`src/rtl/core/lstp_pkg.sv`:
```
// ----------------------------------------------------------------------------
// lstp_pkg
// Shared constants, types and the arctangent table for the laser scan to
// point converter.
// ----------------------------------------------------------------------------
package lstp_pkg;

  localparam int CORDIC_STAGES = 16;
  localparam int TABLE_LEN     = 24;
  localparam int NUM_CELLS     = (CORDIC_STAGES < TABLE_LEN) ? CORDIC_STAGES : TABLE_LEN;

  // 2^30 / CORDIC gain, applied to the range before rotation
  localparam logic [29:0] GAIN_INV = 30'd652032874;

  localparam logic signed [17:0] OUT_MAX = 18'sd131071;
  localparam logic signed [17:0] OUT_MIN = -18'sd131072;

  typedef enum logic [2:0] {
    REG_ANGLE_START      = 3'd0,
    REG_ANGLE_STEP       = 3'd1,
    REG_RANGE_LOWER      = 3'd2,
    REG_RANGE_UPPER      = 3'd3,
    REG_YAW              = 3'd4,
    REG_OFFSET_X         = 3'd5,
    REG_OFFSET_Y         = 3'd6,
    REG_TRANSFORM_ENABLE = 3'd7
  } reg_index_t;

  typedef struct packed {
    logic [15:0] angle_start;
    logic [15:0] angle_step;
    logic [15:0] range_lower;
    logic [15:0] range_upper;
    logic [15:0] yaw;
    logic        transform_enable;
  } front_cfg_t;

  typedef struct packed {
    logic        valid;
    logic        ok;
    logic        last;
    logic [1:0]  quad;
    logic [13:0] zfrac;
    logic [29:0] mag;
  } front_t;

  typedef struct packed {
    logic               valid;
    logic               ok;
    logic               last;
    logic signed [31:0] x;
    logic signed [31:0] y;
    logic signed [31:0] z;
  } cell_t;

  // atan(2^-i) in units of 2^-32 turn
  function automatic logic signed [31:0] atan_entry(input logic [4:0] i);
    logic signed [31:0] v;
    case (i)
      5'd0:  v = 32'sd536870912;
      5'd1:  v = 32'sd316933406;
      5'd2:  v = 32'sd167458907;
      5'd3:  v = 32'sd85004756;
      5'd4:  v = 32'sd42667331;
      5'd5:  v = 32'sd21354465;
      5'd6:  v = 32'sd10679838;
      5'd7:  v = 32'sd5340245;
      5'd8:  v = 32'sd2670163;
      5'd9:  v = 32'sd1335087;
      5'd10: v = 32'sd667544;
      5'd11: v = 32'sd333772;
      5'd12: v = 32'sd166886;
      5'd13: v = 32'sd83443;
      5'd14: v = 32'sd41722;
      5'd15: v = 32'sd20861;
      5'd16: v = 32'sd10430;
      5'd17: v = 32'sd5215;
      5'd18: v = 32'sd2608;
      5'd19: v = 32'sd1304;
      5'd20: v = 32'sd652;
      5'd21: v = 32'sd326;
      5'd22: v = 32'sd163;
      5'd23: v = 32'sd81;
      default: v = 32'sd0;
    endcase
    return v;
  endfunction

endpackage

```
`src/rtl/core/lstp_cell.sv`:
```
// ----------------------------------------------------------------------------
// lstp_cell
// One CORDIC rotation stage: shift-add micro-rotation with a registered
// output handed to the next cell.
// ----------------------------------------------------------------------------
module lstp_cell
  import lstp_pkg::*;
(
  input  logic       clk,
  input  logic       rst,
  input  logic       adv,
  input  logic [4:0] stage,
  input  cell_t      d,
  output cell_t      q
);

  logic               valid;
  logic               ok;
  logic               last;
  logic signed [31:0] x;
  logic signed [31:0] y;
  logic signed [31:0] z;

  logic signed [31:0] xs;
  logic signed [31:0] ys;
  logic signed [31:0] ang;
  logic signed [31:0] x_next;
  logic signed [31:0] y_next;
  logic signed [31:0] z_next;

  always_comb begin
    xs  = d.x >>> stage;
    ys  = d.y >>> stage;
    ang = atan_entry(stage);
    if (!d.z[31]) begin
      x_next = d.x - ys;
      y_next = d.y + xs;
      z_next = d.z - ang;
    end else begin
      x_next = d.x + ys;
      y_next = d.y - xs;
      z_next = d.z + ang;
    end
  end

  always_ff @(posedge clk) begin
    if (rst) begin
      valid <= 1'b0;
    end else if (adv) begin
      valid <= d.valid;
    end
  end

  always_ff @(posedge clk) begin
    if (adv) begin
      ok   <= d.ok;
      last <= d.last;
      x    <= x_next;
      y    <= y_next;
      z    <= z_next;
    end
  end

  assign q = '{valid: valid, ok: ok, last: last, x: x, y: y, z: z};

endmodule

```
`config.mk`:
```
export PLATFORM = sky130hd
export DESIGN_NAME = lstp_cell
export DESIGN_NICKNAME = d
export VERILOG_FILES = /design/src/rtl/core/lstp_pkg.sv /design/src/rtl/core/lstp_cell.sv
export SDC_FILE = /design/constraint.sdc
export NUM_CORES = 1
export LEC_CHECK = 0
export ABC_AREA = 0
export BUFFER_PORTS_ARGS = -buffer_cell sky130_fd_sc_hd__buf_4
export CAP_MARGIN = 20
export CORE_MARGIN = 3
export CORE_UTILIZATION = 45
export CTS_CLUSTER_DIAMETER = 100
export CTS_CLUSTER_SIZE = 14
export DETAILED_ROUTE_END_ITERATION = 12
export GPL_TIMING_DRIVEN = 0
export PLACE_DENSITY = 0.78
export SKIP_LAST_GASP = 1
export SYNTH_ARGS = -nofsm -noshare
export SYNTH_HDL_FRONTEND = slang
export SYNTH_SLANG_ARGS = --single-unit
```
`constraint.sdc`:
```
create_clock -name clk -period 7.16 [get_ports clk]
set_clock_uncertainty 0.1 [all_clocks]
set_input_delay 1.432 -clock clk [delete_from_list [all_inputs] [get_ports clk]]
set_output_delay 1.432 -clock clk [all_outputs]
set_load 0.01 [all_outputs]
```
==> summary.md <==
| Metric | Value |
|---|---|
| Status | complete, no violations |
| First-pass DRT Iterations | 7 |
| Pin count of the biggest net entering global routing | 61 |
| Largest stage delay on the critical path | 400 ps |
| Worst Reg-to-Reg Cells | 2 |
| DRT Wirelength | 71070 um |
| Drc violations | 0 |
| Initial antenna violation count | 1 |
| Final Cycle Share | 0.9979 |
| Pwr/cell area | 197.7 nW/um2 |
| Die Wd | 188.8 um |
| GRT Resource Usage Total | 0.3870 |
| Die H | 188.8 um |
| Crit path time final | 7145 ps |
| Mapped Cells | 1694 |
| Reg area | 2963 um2 |
| Core area | 32700 um2 |
| CTS tree | built |
| Die area | 35650 um2 |
| First-pass GRT wire length | 102400 um |
| Setup ws final | 14.93 ps |
| Asr flop ratio synth | 0 |
| CP Launch Type | input pin |
| Gpl congestion | 1.042 |
| Delay-heaviest family, CP | compound AO/OA/AOI/OAI gates |
| Final hold vios | 0 |
| Vias | 15950 |
| FILL cells | 3052 |
| HP Class | flop to flop |
| Crit-path slowest cell | a2111oi_4 |
| Leak pwr | 7.230 nW |
| Pins Over Slew Limit | 0 |
| Worst EP required | 7190 ps |
| Final setup fails | 0 |
| Share of cells above drive strength 1 | 0.2666 |
| # H-tree levels | 3 |
| Remaining Overflow, GRT | 0 |
| # clock sinks | 99 |
| Row cnt | 66 |
| Stages on worst setup path | 23 |
| Routed len/inst | 29.92 um |
| CP arrival | 7180 ps |
| Layout area overhead | 19.59% |
| Synth Flop Type | edfxtp_1 |
| Syn_nets | 1921 |
| Synthesized flop and latch total | 99 |
| Synth Cell Area | 15040 um2 |
| CTS Buffer Depth | 2 |
| Routed Antenna Nets | 0 |
| Relative slew slack | 0.1657 |
| Starting Density | 0.4598 |
| Final #Nets | 2154 |
| Initial DRC count | 1688 |
| Syn_area_per_cell | 8.877 um2 |
| Max-cap violations | 0 |
| Hold Crit Depth | 2 |
| Slew at the pin closest to its max-slew limit | 1251 ps |
| Via density | 6.716 |
| Achievable frequency | 140.0 MHz |
| Worst path cell trace | buf_4 -> buf_2 -> inv_2 -> buf_4 -> clkbuf_4 -> ha_2 -> nand2b_1 -> a32oi_2 -> and3_1 -> clkbuf_1 -> nand2_1 -> nand4bb_1 -> and2_1 -> clkbuf_1 -> xor2_1 -> ha_1 -> a21oi_1 -> o21ai_0 -> a2111oi_4 -> o211ai_1 -> a311o_1 -> a21oi_1 -> xor2_1 |
| Pre-CTS WS | -1786 ps |
| RSZ-0062 raised after global routing | true |
| Port buffer count | 202 |
| Overall power | 3.555 mW |
| Clock latency on the worst-skew pair | 380 ps |
| Yosys warnings | 0 |
| Post-DP HPWL | 55760 um |
| Critical path endpoint category | flop |
| Worst vdd ir | 0.1570 mV |
| Area of the multi-input gates | 11650 um2 |
| I/O pin count | 206 |
| Root Driver | clkbuf_16 |
| Buf/Inv on CP | 7 |
| Critical-path maximum fanout | 13 |
| Vias in the first global route | 15580 |
| R2r setup slk | 6460 ps |
| Num CTS Buffers | 9 |
| Number of synthesized flops with an enable pin | 98 |
| Critical path type | input pin to flop |
| Sequential area share after synthesis | 0.1970 |
| CTS clk-pin slew, worst paths | 80 ps |
| Post-synth cell types | 99 |
-- power by group --
group          total, mW  switching [mW]  internal [mW]  leakage, nW
Clock              0.489           0.253          0.236        0.127
Combinational       2.16            1.23          0.923         6.14
Sequential         0.911          0.0468          0.864        0.968
-- layout by cell type (no fill, tap or decap), drive strengths merged, types with 12 or more instances in the layout --
master | synthesis | final
a21o | 47 | 47
and2 | 23 | 23
inv | 36 | 37
o211ai | 23 | 23
mux4 | 59 | 59
o22ai | 22 | 22
nor2b | 30 | 30
nand2 | 130 | 130
a22oi | 19 | 19
nand3 | 38 | 38
xnor2 | 117 | 117
mux2i | 29 | 29
a221oi | 12 | 12
o21ai | 96 | 96
xor2 | 52 | 52
mux2 | 59 | 59
nor2 | 121 | 121
o21a | 19 | 19
edfxtp | 98 | 98
a31oi | 36 | 36
a21oi | 129 | 129
and3 | 16 | 16
a211oi | 19 | 19
clkbuf | 45 | 57
ha | 117 | 117
buf | 57 | 277
nor3 | 28 | 28
nand2b | 31 | 31
-- state kept, by name, indices dropped and copies added (netlist names) --
register,count
z,32
valid,1
last,1
x,32
y,32
ok,1
-- worst min-delay path, cell delays in order (launching register included) --
cell and delay [ps]:
dfxtp_1 320, mux2i_1 120, nor2_1 50
-- cell usage after synthesis (all sizes together), types with 22 or more instances --
master  count  area share
xnor2     117       0.068
buf        57       0.028
clkbuf     45       0.011
xor2       52       0.030
nand2b     31       0.013
edfxtp     98        0.20
and2       23      0.0096
o21ai      96       0.032
mux2       59       0.044
o211ai     23       0.012
a21oi     129       0.043
nand2     130       0.032
nor2b      30       0.012
inv        36      0.0090
mux4       59       0.088
o22ai      22      0.0092
mux2i      29       0.019
nor2      121       0.031
nor3       28      0.0093
nand3      38       0.013
ha        117       0.097
a21o       47       0.023
a31oi      36       0.015
-- layer usage --
| metal | global-route usage | vias to the layer above | part of all wire |
|---|---|---|---|
| li1 | - | 6967 | - |
| met4 | 0.1868 | 4 | 0.054 |
| met3 | 0.1038 | 204 | 0.11 |
| met1 | 0.5032 | 7835 | 0.40 |
| met2 | 0.5950 | 941 | 0.44 |
| met5 | 0.02198 | - | 0.0017 |
-- area by class of cell --
type                       count  share of cell area
clock inverter                 6            0.002296
buffer                        96             0.03667
inverter                      38            0.008002
antenna                        1           0.0001392
sequential                    99              0.1648
clock buffer                  10             0.01273
tap                          442             0.03075
timing repair buffer         228             0.09658
multi-input combinational   1455              0.6481
-- what timing repair did --
item                       in CTS  in global routing
hold buffers                    0                  0
setup endpoints to repair      41                 21
resized for setup              57                 67
pin swaps                       9                 12
setup buffers                  12                 10
-- stage by stage --
| step | hold slack [ps] | std cells | TNS, ps | utilization | area, um2 |
|---|---|---|---|---|---|
| floorplan | 361.7 | 1694 | 0 | - | 15040 |
| global placement | 379.8 | 2338 | -40110 | 0.5231 | 17110 |
| finish | 434.3 | 2375 | 0 | 0.5499 | 17980 |
| detailed placement | 428.8 | 2340 | -42560 | 0.5241 | 17140 |
| CTS | 436.4 | 2367 | 0 | 0.5410 | 17690 |
| global route | 479.0 | 2374 | -190.9 | 0.5498 | 17980 |
-- cells by family (layout without fill, tap and decap cells) --
family	count (synthesis)	count (layout)	synth area share
other	0	1	0
buffers and inverters	140	378	0.04868
and+or+nand+nor	485	485	0.1642
muxes	147	147	0.1519
adders and majority gates	120	120	0.1013
xor gates and xnor gates	169	169	0.09844
DFF	99	99	0.1970
AOI/OAI and AO/OA	534	534	0.2385
-- final timing paths --
path | start | to
worst min-delay path | valid | valid
worst max-delay path | stage[1] | z[31]
worst max register to register | valid | valid
worst min register to register | valid | valid
(Power assumes the default switching activity.)
