===== config.mk =====
export PLATFORM = sky130hd
export DESIGN_NAME = lstp_front
export DESIGN_NICKNAME = d
export VERILOG_FILES = /design/src/rtl/core/lstp_pkg.sv /design/src/rtl/core/lstp_front.sv
export SDC_FILE = /design/constraint.sdc
export NUM_CORES = 1
export LEC_CHECK = 0
export BUFFER_PORTS_ARGS = -buffer_cell sky130_fd_sc_hd__buf_2
export CELL_PAD_IN_SITES_DETAIL_PLACEMENT = 1
export CELL_PAD_IN_SITES_GLOBAL_PLACEMENT = 2
export CORE_MARGIN = 3
export CORE_UTILIZATION = 40
export CTS_CLUSTER_SIZE = 30
export DETAILED_ROUTE_END_ITERATION = 10
export GPL_ROUTABILITY_DRIVEN = 0
export GPL_TIMING_DRIVEN = 0
export PLACE_DENSITY_LB_ADDON = 0.2
export SLEW_MARGIN = 20
export SYNTH_ARGS = -nofsm -noshare
export SYNTH_HDL_FRONTEND = slang
export SYNTH_SLANG_ARGS = --single-unit

===== constraint.sdc =====
create_clock -name clk -period 16.9 [get_ports clk]
set_input_delay 2.535 -clock clk [delete_from_list [all_inputs] [get_ports clk]]
set_output_delay 2.535 -clock clk [all_outputs]
set_load 0.005 [all_outputs]

===== src/rtl/core/lstp_pkg.sv =====
// ----------------------------------------------------------------------------
// lstp_pkg
// Shared constants, types and the arctangent table for the laser scan to
// point converter.
// ----------------------------------------------------------------------------
package lstp_pkg;

  localparam int CORDIC_STAGES = 16;
  localparam int TABLE_LEN     = 24;
  localparam int NUM_CELLS     = (CORDIC_STAGES < TABLE_LEN) ? CORDIC_STAGES : TABLE_LEN;

  // 2^30 / CORDIC gain, applied to the range before rotation
  localparam logic [29:0] GAIN_INV = 30'd652032874;

  localparam logic signed [17:0] OUT_MAX = 18'sd131071;
  localparam logic signed [17:0] OUT_MIN = -18'sd131072;

  typedef enum logic [2:0] {
    REG_ANGLE_START      = 3'd0,
    REG_ANGLE_STEP       = 3'd1,
    REG_RANGE_LOWER      = 3'd2,
    REG_RANGE_UPPER      = 3'd3,
    REG_YAW              = 3'd4,
    REG_OFFSET_X         = 3'd5,
    REG_OFFSET_Y         = 3'd6,
    REG_TRANSFORM_ENABLE = 3'd7
  } reg_index_t;

  typedef struct packed {
    logic [15:0] angle_start;
    logic [15:0] angle_step;
    logic [15:0] range_lower;
    logic [15:0] range_upper;
    logic [15:0] yaw;
    logic        transform_enable;
  } front_cfg_t;

  typedef struct packed {
    logic        valid;
    logic        ok;
    logic        last;
    logic [1:0]  quad;
    logic [13:0] zfrac;
    logic [29:0] mag;
  } front_t;

  typedef struct packed {
    logic               valid;
    logic               ok;
    logic               last;
    logic signed [31:0] x;
    logic signed [31:0] y;
    logic signed [31:0] z;
  } cell_t;

  // atan(2^-i) in units of 2^-32 turn
  function automatic logic signed [31:0] atan_entry(input logic [4:0] i);
    logic signed [31:0] v;
    case (i)
      5'd0:  v = 32'sd536870912;
      5'd1:  v = 32'sd316933406;
      5'd2:  v = 32'sd167458907;
      5'd3:  v = 32'sd85004756;
      5'd4:  v = 32'sd42667331;
      5'd5:  v = 32'sd21354465;
      5'd6:  v = 32'sd10679838;
      5'd7:  v = 32'sd5340245;
      5'd8:  v = 32'sd2670163;
      5'd9:  v = 32'sd1335087;
      5'd10: v = 32'sd667544;
      5'd11: v = 32'sd333772;
      5'd12: v = 32'sd166886;
      5'd13: v = 32'sd83443;
      5'd14: v = 32'sd41722;
      5'd15: v = 32'sd20861;
      5'd16: v = 32'sd10430;
      5'd17: v = 32'sd5215;
      5'd18: v = 32'sd2608;
      5'd19: v = 32'sd1304;
      5'd20: v = 32'sd652;
      5'd21: v = 32'sd326;
      5'd22: v = 32'sd163;
      5'd23: v = 32'sd81;
      default: v = 32'sd0;
    endcase
    return v;
  endfunction

endpackage


===== src/rtl/core/lstp_front.sv =====
// ----------------------------------------------------------------------------
// lstp_front
// Input skid stage, beam angle tracking, range gate and gain prescale.
// ----------------------------------------------------------------------------
module lstp_front
  import lstp_pkg::*;
(
  input  logic        clk,
  input  logic        rst,
  input  logic        adv,
  input  front_cfg_t  cfg,
  input  logic        beam_valid,
  output logic        beam_stall,
  input  logic [15:0] range,
  input  logic        range_finite,
  input  logic        last_beam,
  output front_t      q
);

  // skid entry
  logic        skid_full;
  logic [15:0] skid_range;
  logic        skid_finite;
  logic        skid_last;

  logic        accept;
  logic        entry_valid;
  logic [15:0] entry_range;
  logic        entry_finite;
  logic        entry_last;
  logic        take;

  logic [15:0] beam_angle;
  logic        at_scan_start;

  logic [15:0] angle;
  logic [15:0] theta;
  logic        ok;
  logic [45:0] product;

  logic        q_valid;
  logic        q_ok;
  logic        q_last;
  logic [1:0]  q_quad;
  logic [13:0] q_zfrac;
  logic [29:0] q_mag;

  assign beam_stall   = skid_full;
  assign accept       = beam_valid && !skid_full;
  assign entry_valid  = skid_full || beam_valid;
  assign entry_range  = skid_full ? skid_range  : range;
  assign entry_finite = skid_full ? skid_finite : range_finite;
  assign entry_last   = skid_full ? skid_last   : last_beam;
  assign take         = adv && entry_valid;

  always_comb begin
    angle   = at_scan_start ? cfg.angle_start : beam_angle;
    theta   = cfg.transform_enable ? angle + cfg.yaw : angle;
    ok      = entry_finite && (entry_range >= cfg.range_lower)
              && (entry_range <= cfg.range_upper);
    product = 46'(entry_range) * 46'(GAIN_INV);
  end

  always_ff @(posedge clk) begin
    if (rst) begin
      skid_full     <= 1'b0;
      beam_angle    <= '0;
      at_scan_start <= 1'b1;
      q_valid       <= 1'b0;
    end else begin
      if (accept && !adv) begin
        skid_full <= 1'b1;
      end else if (adv) begin
        skid_full <= 1'b0;
      end
      if (take) begin
        beam_angle    <= angle + cfg.angle_step;
        at_scan_start <= entry_last;
      end
      if (adv) begin
        q_valid <= entry_valid;
      end
    end
  end

  always_ff @(posedge clk) begin
    if (accept && !adv) begin
      skid_range  <= range;
      skid_finite <= range_finite;
      skid_last   <= last_beam;
    end
    if (adv) begin
      q_ok    <= ok;
      q_last  <= entry_last;
      q_quad  <= theta[15:14];
      q_zfrac <= theta[13:0];
      q_mag   <= product[45:16];
    end
  end

  assign q = '{valid: q_valid, ok: q_ok, last: q_last, quad: q_quad,
               zfrac: q_zfrac, mag: q_mag};

  a_skid_holds: assert property (@(posedge clk) disable iff (rst)
    skid_full && !adv |=> skid_full && $stable(skid_range))
    else $error("skid entry lost while pipeline stalled");

  a_scan_restart: assert property (@(posedge clk) disable iff (rst)
    take && entry_last |=> at_scan_start)
    else $error("last beam did not restart the scan angle");

endmodule


==> metrics.txt <==
result of the run=finished clean; CTS tree=built; count of placed standard cells in the final layout, fillers left out=1906; final critical-path required period=9335 ps; post-synthesis cell type with the largest combined area=fa_1; data arrival time at the worst-slack endpoint=9440 ps; TritonCTS buffer count=9; ANT nets after route=0; commonest cells in the synthesized netlist=302 x inv_1, 218 x ha_1, 176 x fa_1; routed len/inst=19.15 um; crit-path max cell delay=approximately 640 ps; cell area after synthesis=13160 um^2; Ys Warns=0; count leader, synth=inv_1; most used flip-flop cell after synthesis=edfxtp_1; number of clock sinks=85; proportion of synthesized chip area in sequential cells=17.95%; Hold Crit Class=reg -> reg; initial core utilization=41.18%; dpl cells=1890; number of H-tree levels=3; minimum setup slack in the final design=7565 ps; setup skew after layout=13.00 ps; clk buf depth=2; number of synthesized register bits=85; count of different cell masters after synthesis=64; Die Height=187.4 um; number of flops mapped to enable cells by yosys=66; std cell rows=65; total of max-cap violations=0; critical path class=in -> reg; share of async-settable or async-resettable flops after synthesis=0%; largest fanout on the critical path=6; GRT Total Usage=21.11%; die outline width=187.4 um; worst path cell trace=buf_2 > mux2i_1 > inv_1 > ha_1 > inv_1 > fa_1 > inv_1 > fa_1 > fa_1 > fa_1 > inv_1 > fa_1 > inv_1 > ha_1 > a21o_1 > a21o_1 > a21oi_1 > a21oi_1 > nor3_4 > o211ai_2 > a21oi_2 > o211ai_2 > xor2_1; grt total ovfl=0; post-cts sizing count=0; diodes inserted=0; Post-Route Utilization=46.18%; count of hold-fix buffers inserted at cts=0; fraction of the cycle the final worst path needs=55.24%; clock latency reported for the late side of the worst-skew pair=370 ps; core outline area=31960 um^2; number of DRC markers after the initial detailed-route iteration=430; via total after detailed routing=roughly 9600; syn_nets=1799; Setup-failing EPs final=0; buffer cell driving the clock tree root=clkbuf_16; slowest CP cell=ha_1; number of buffers inserted by post-CTS setup repair=0; via count of the first global-routing pass=10560; hpwl dp=31.11 mm; count of boundary I/O pins=around 150; Layout Nets=1963; pin count of the biggest net entering global routing=54; Avg Vias per Cell=5.047; Cells after Synth=1302; area fraction of the dominant cell type after synthesis=26.77%; maximum achievable frequency=107.1 MHz; RSZ-0062 raised after global routing=false; sort of element at the end of the critical path=register; clock transition at the registers of the reported paths=70 ps; largest cells by area after synthesis=fa_1 27%, ha_1 21%, edfxtp_1 15%, inv_1 8.6%, dfxtp_1 2.9%; total negative slack for setup checks=0 ps; Buffers on Ports=around 150; number of antenna violations at the first check in global routing=0; total length of routed wires=36.50 mm; type of element launching the critical path=input port; overall die area=35120 um^2; fraction of layout instances using a drive strength above 1=15.23%; Final Max Slew Viols=0; detailed-router iteration count before antenna repair=5; synth-to-layout area growth=12.14%; wire length of the first global-routing pass=57.67 mm; number of hold violations in the final report=0; Post-Place Setup Slack=7111 ps; number of remaining DRC errors=0; transition time of the tightest slew-check pin=between 700 and 800 ps; critical path required time=approximately 17000 ps; Avg Synthesized Cell Area=10.11 um^2; tightest slew margin relative to the limit=46.01%
## metrics by stage
stage | instance area (um^2) | hold WS, ps
final | 14760 | 449.6
after detailed placement | 14480 | 445.8
after floorplan | 13160 | 429.4
after CTS | 14750 | 454.2
after global placement | 14460 | 440.4
after global routing | 14760 | 473.7
## final timing paths
kind / start / end / slack (ps) / cells after the start
setup / recovery: range[9] / q_mag[29] / 7570 / 23
hold / removal: beam_angle[11] / beam_angle[11] / 450 / 2
setup reg to reg: beam_stall / q_mag[29] / 8160 / 25
hold reg to reg: beam_angle[11] / beam_angle[11] / 450 / 2
## logic make-up after synthesis
| logic type | share of synthesized area, % |
|---|---|
| compound gates | 10.25 |
| xor+xnor | 3.926 |
| fa+ha+maj | 47.50 |
| buf+inv | 9.269 |
| flops | 17.95 |
| mux | 3.565 |
| simple gates | 7.548 |
## metal layers
| metal | vias to the layer above | share of wire [%] | global-route usage (%) | wire length, um |
|---|---|---|---|---|
| met2 | 203 | 48 | 36.20 | 17630 |
| met4 | 0 | 1.9 | 4.762 | 686 |
| met3 | 34 | 4.5 | 3.617 | 1653 |
| li1 | 4625 | - | - | - |
| met1 | 4758 | 45 | 28.03 | 16540 |
| met5 | - | 0 | 0 | 0 |
## registers in the layout (all words and copies together), names as in the netlist
signal / cells
skid_last: 1
skid_finite: 1
q_zfrac: 14
q_valid: 1
at_scan_start: 1
beam_stall: 1
q_last: 1
q_ok: 1
q_quad: 2
q_mag: 30
skid_range: 16
beam_angle: 16
## area by class of cell
type	count	area [um^2]
multi-input cells	897	9588
fillers	3683	17200
repair buffers	153	773.2
well taps	435	544.3
clock inverters	7	45.04
plain buffers	18	87.58
inverters	302	1134
flip-flops and latches	85	2362
clock buffers	9	225.2
## cells in the final DEF (no fill, tap or decap), types with 9 or more instances in the layout
master and n:
edfxtp_1 66, o21ai_0 39, mux2i_1 11, xor2_1 26, a31oi_1 16, ha_1 218
xnor2_1 33, a21o_1 32, nand4_1 9, clkbuf_16 9, fa_1 176, a21oi_1 74
clkbuf_1 11, nand2b_1 15, nor2b_1 18, nor2_1 36, buf_2 150, o21a_1 9
nor3_1 14, mux2_2 31, dfxtp_1 19, nand2_1 46, nand3_1 16, inv_1 302
## worst max-delay path, delay by kind of cell
kind / cells / cell delay [ps]
simple gates: 1 / 420
compound gates: 7 / 1360
buf+inv: 6 / 940
mux: 1 / 590
xor+xnor: 1 / 160
fa+ha+maj: 7 / 3420
Power is not shown: default switching activity piles up to over one toggle a cycle in this logic, so the estimate is an artifact.
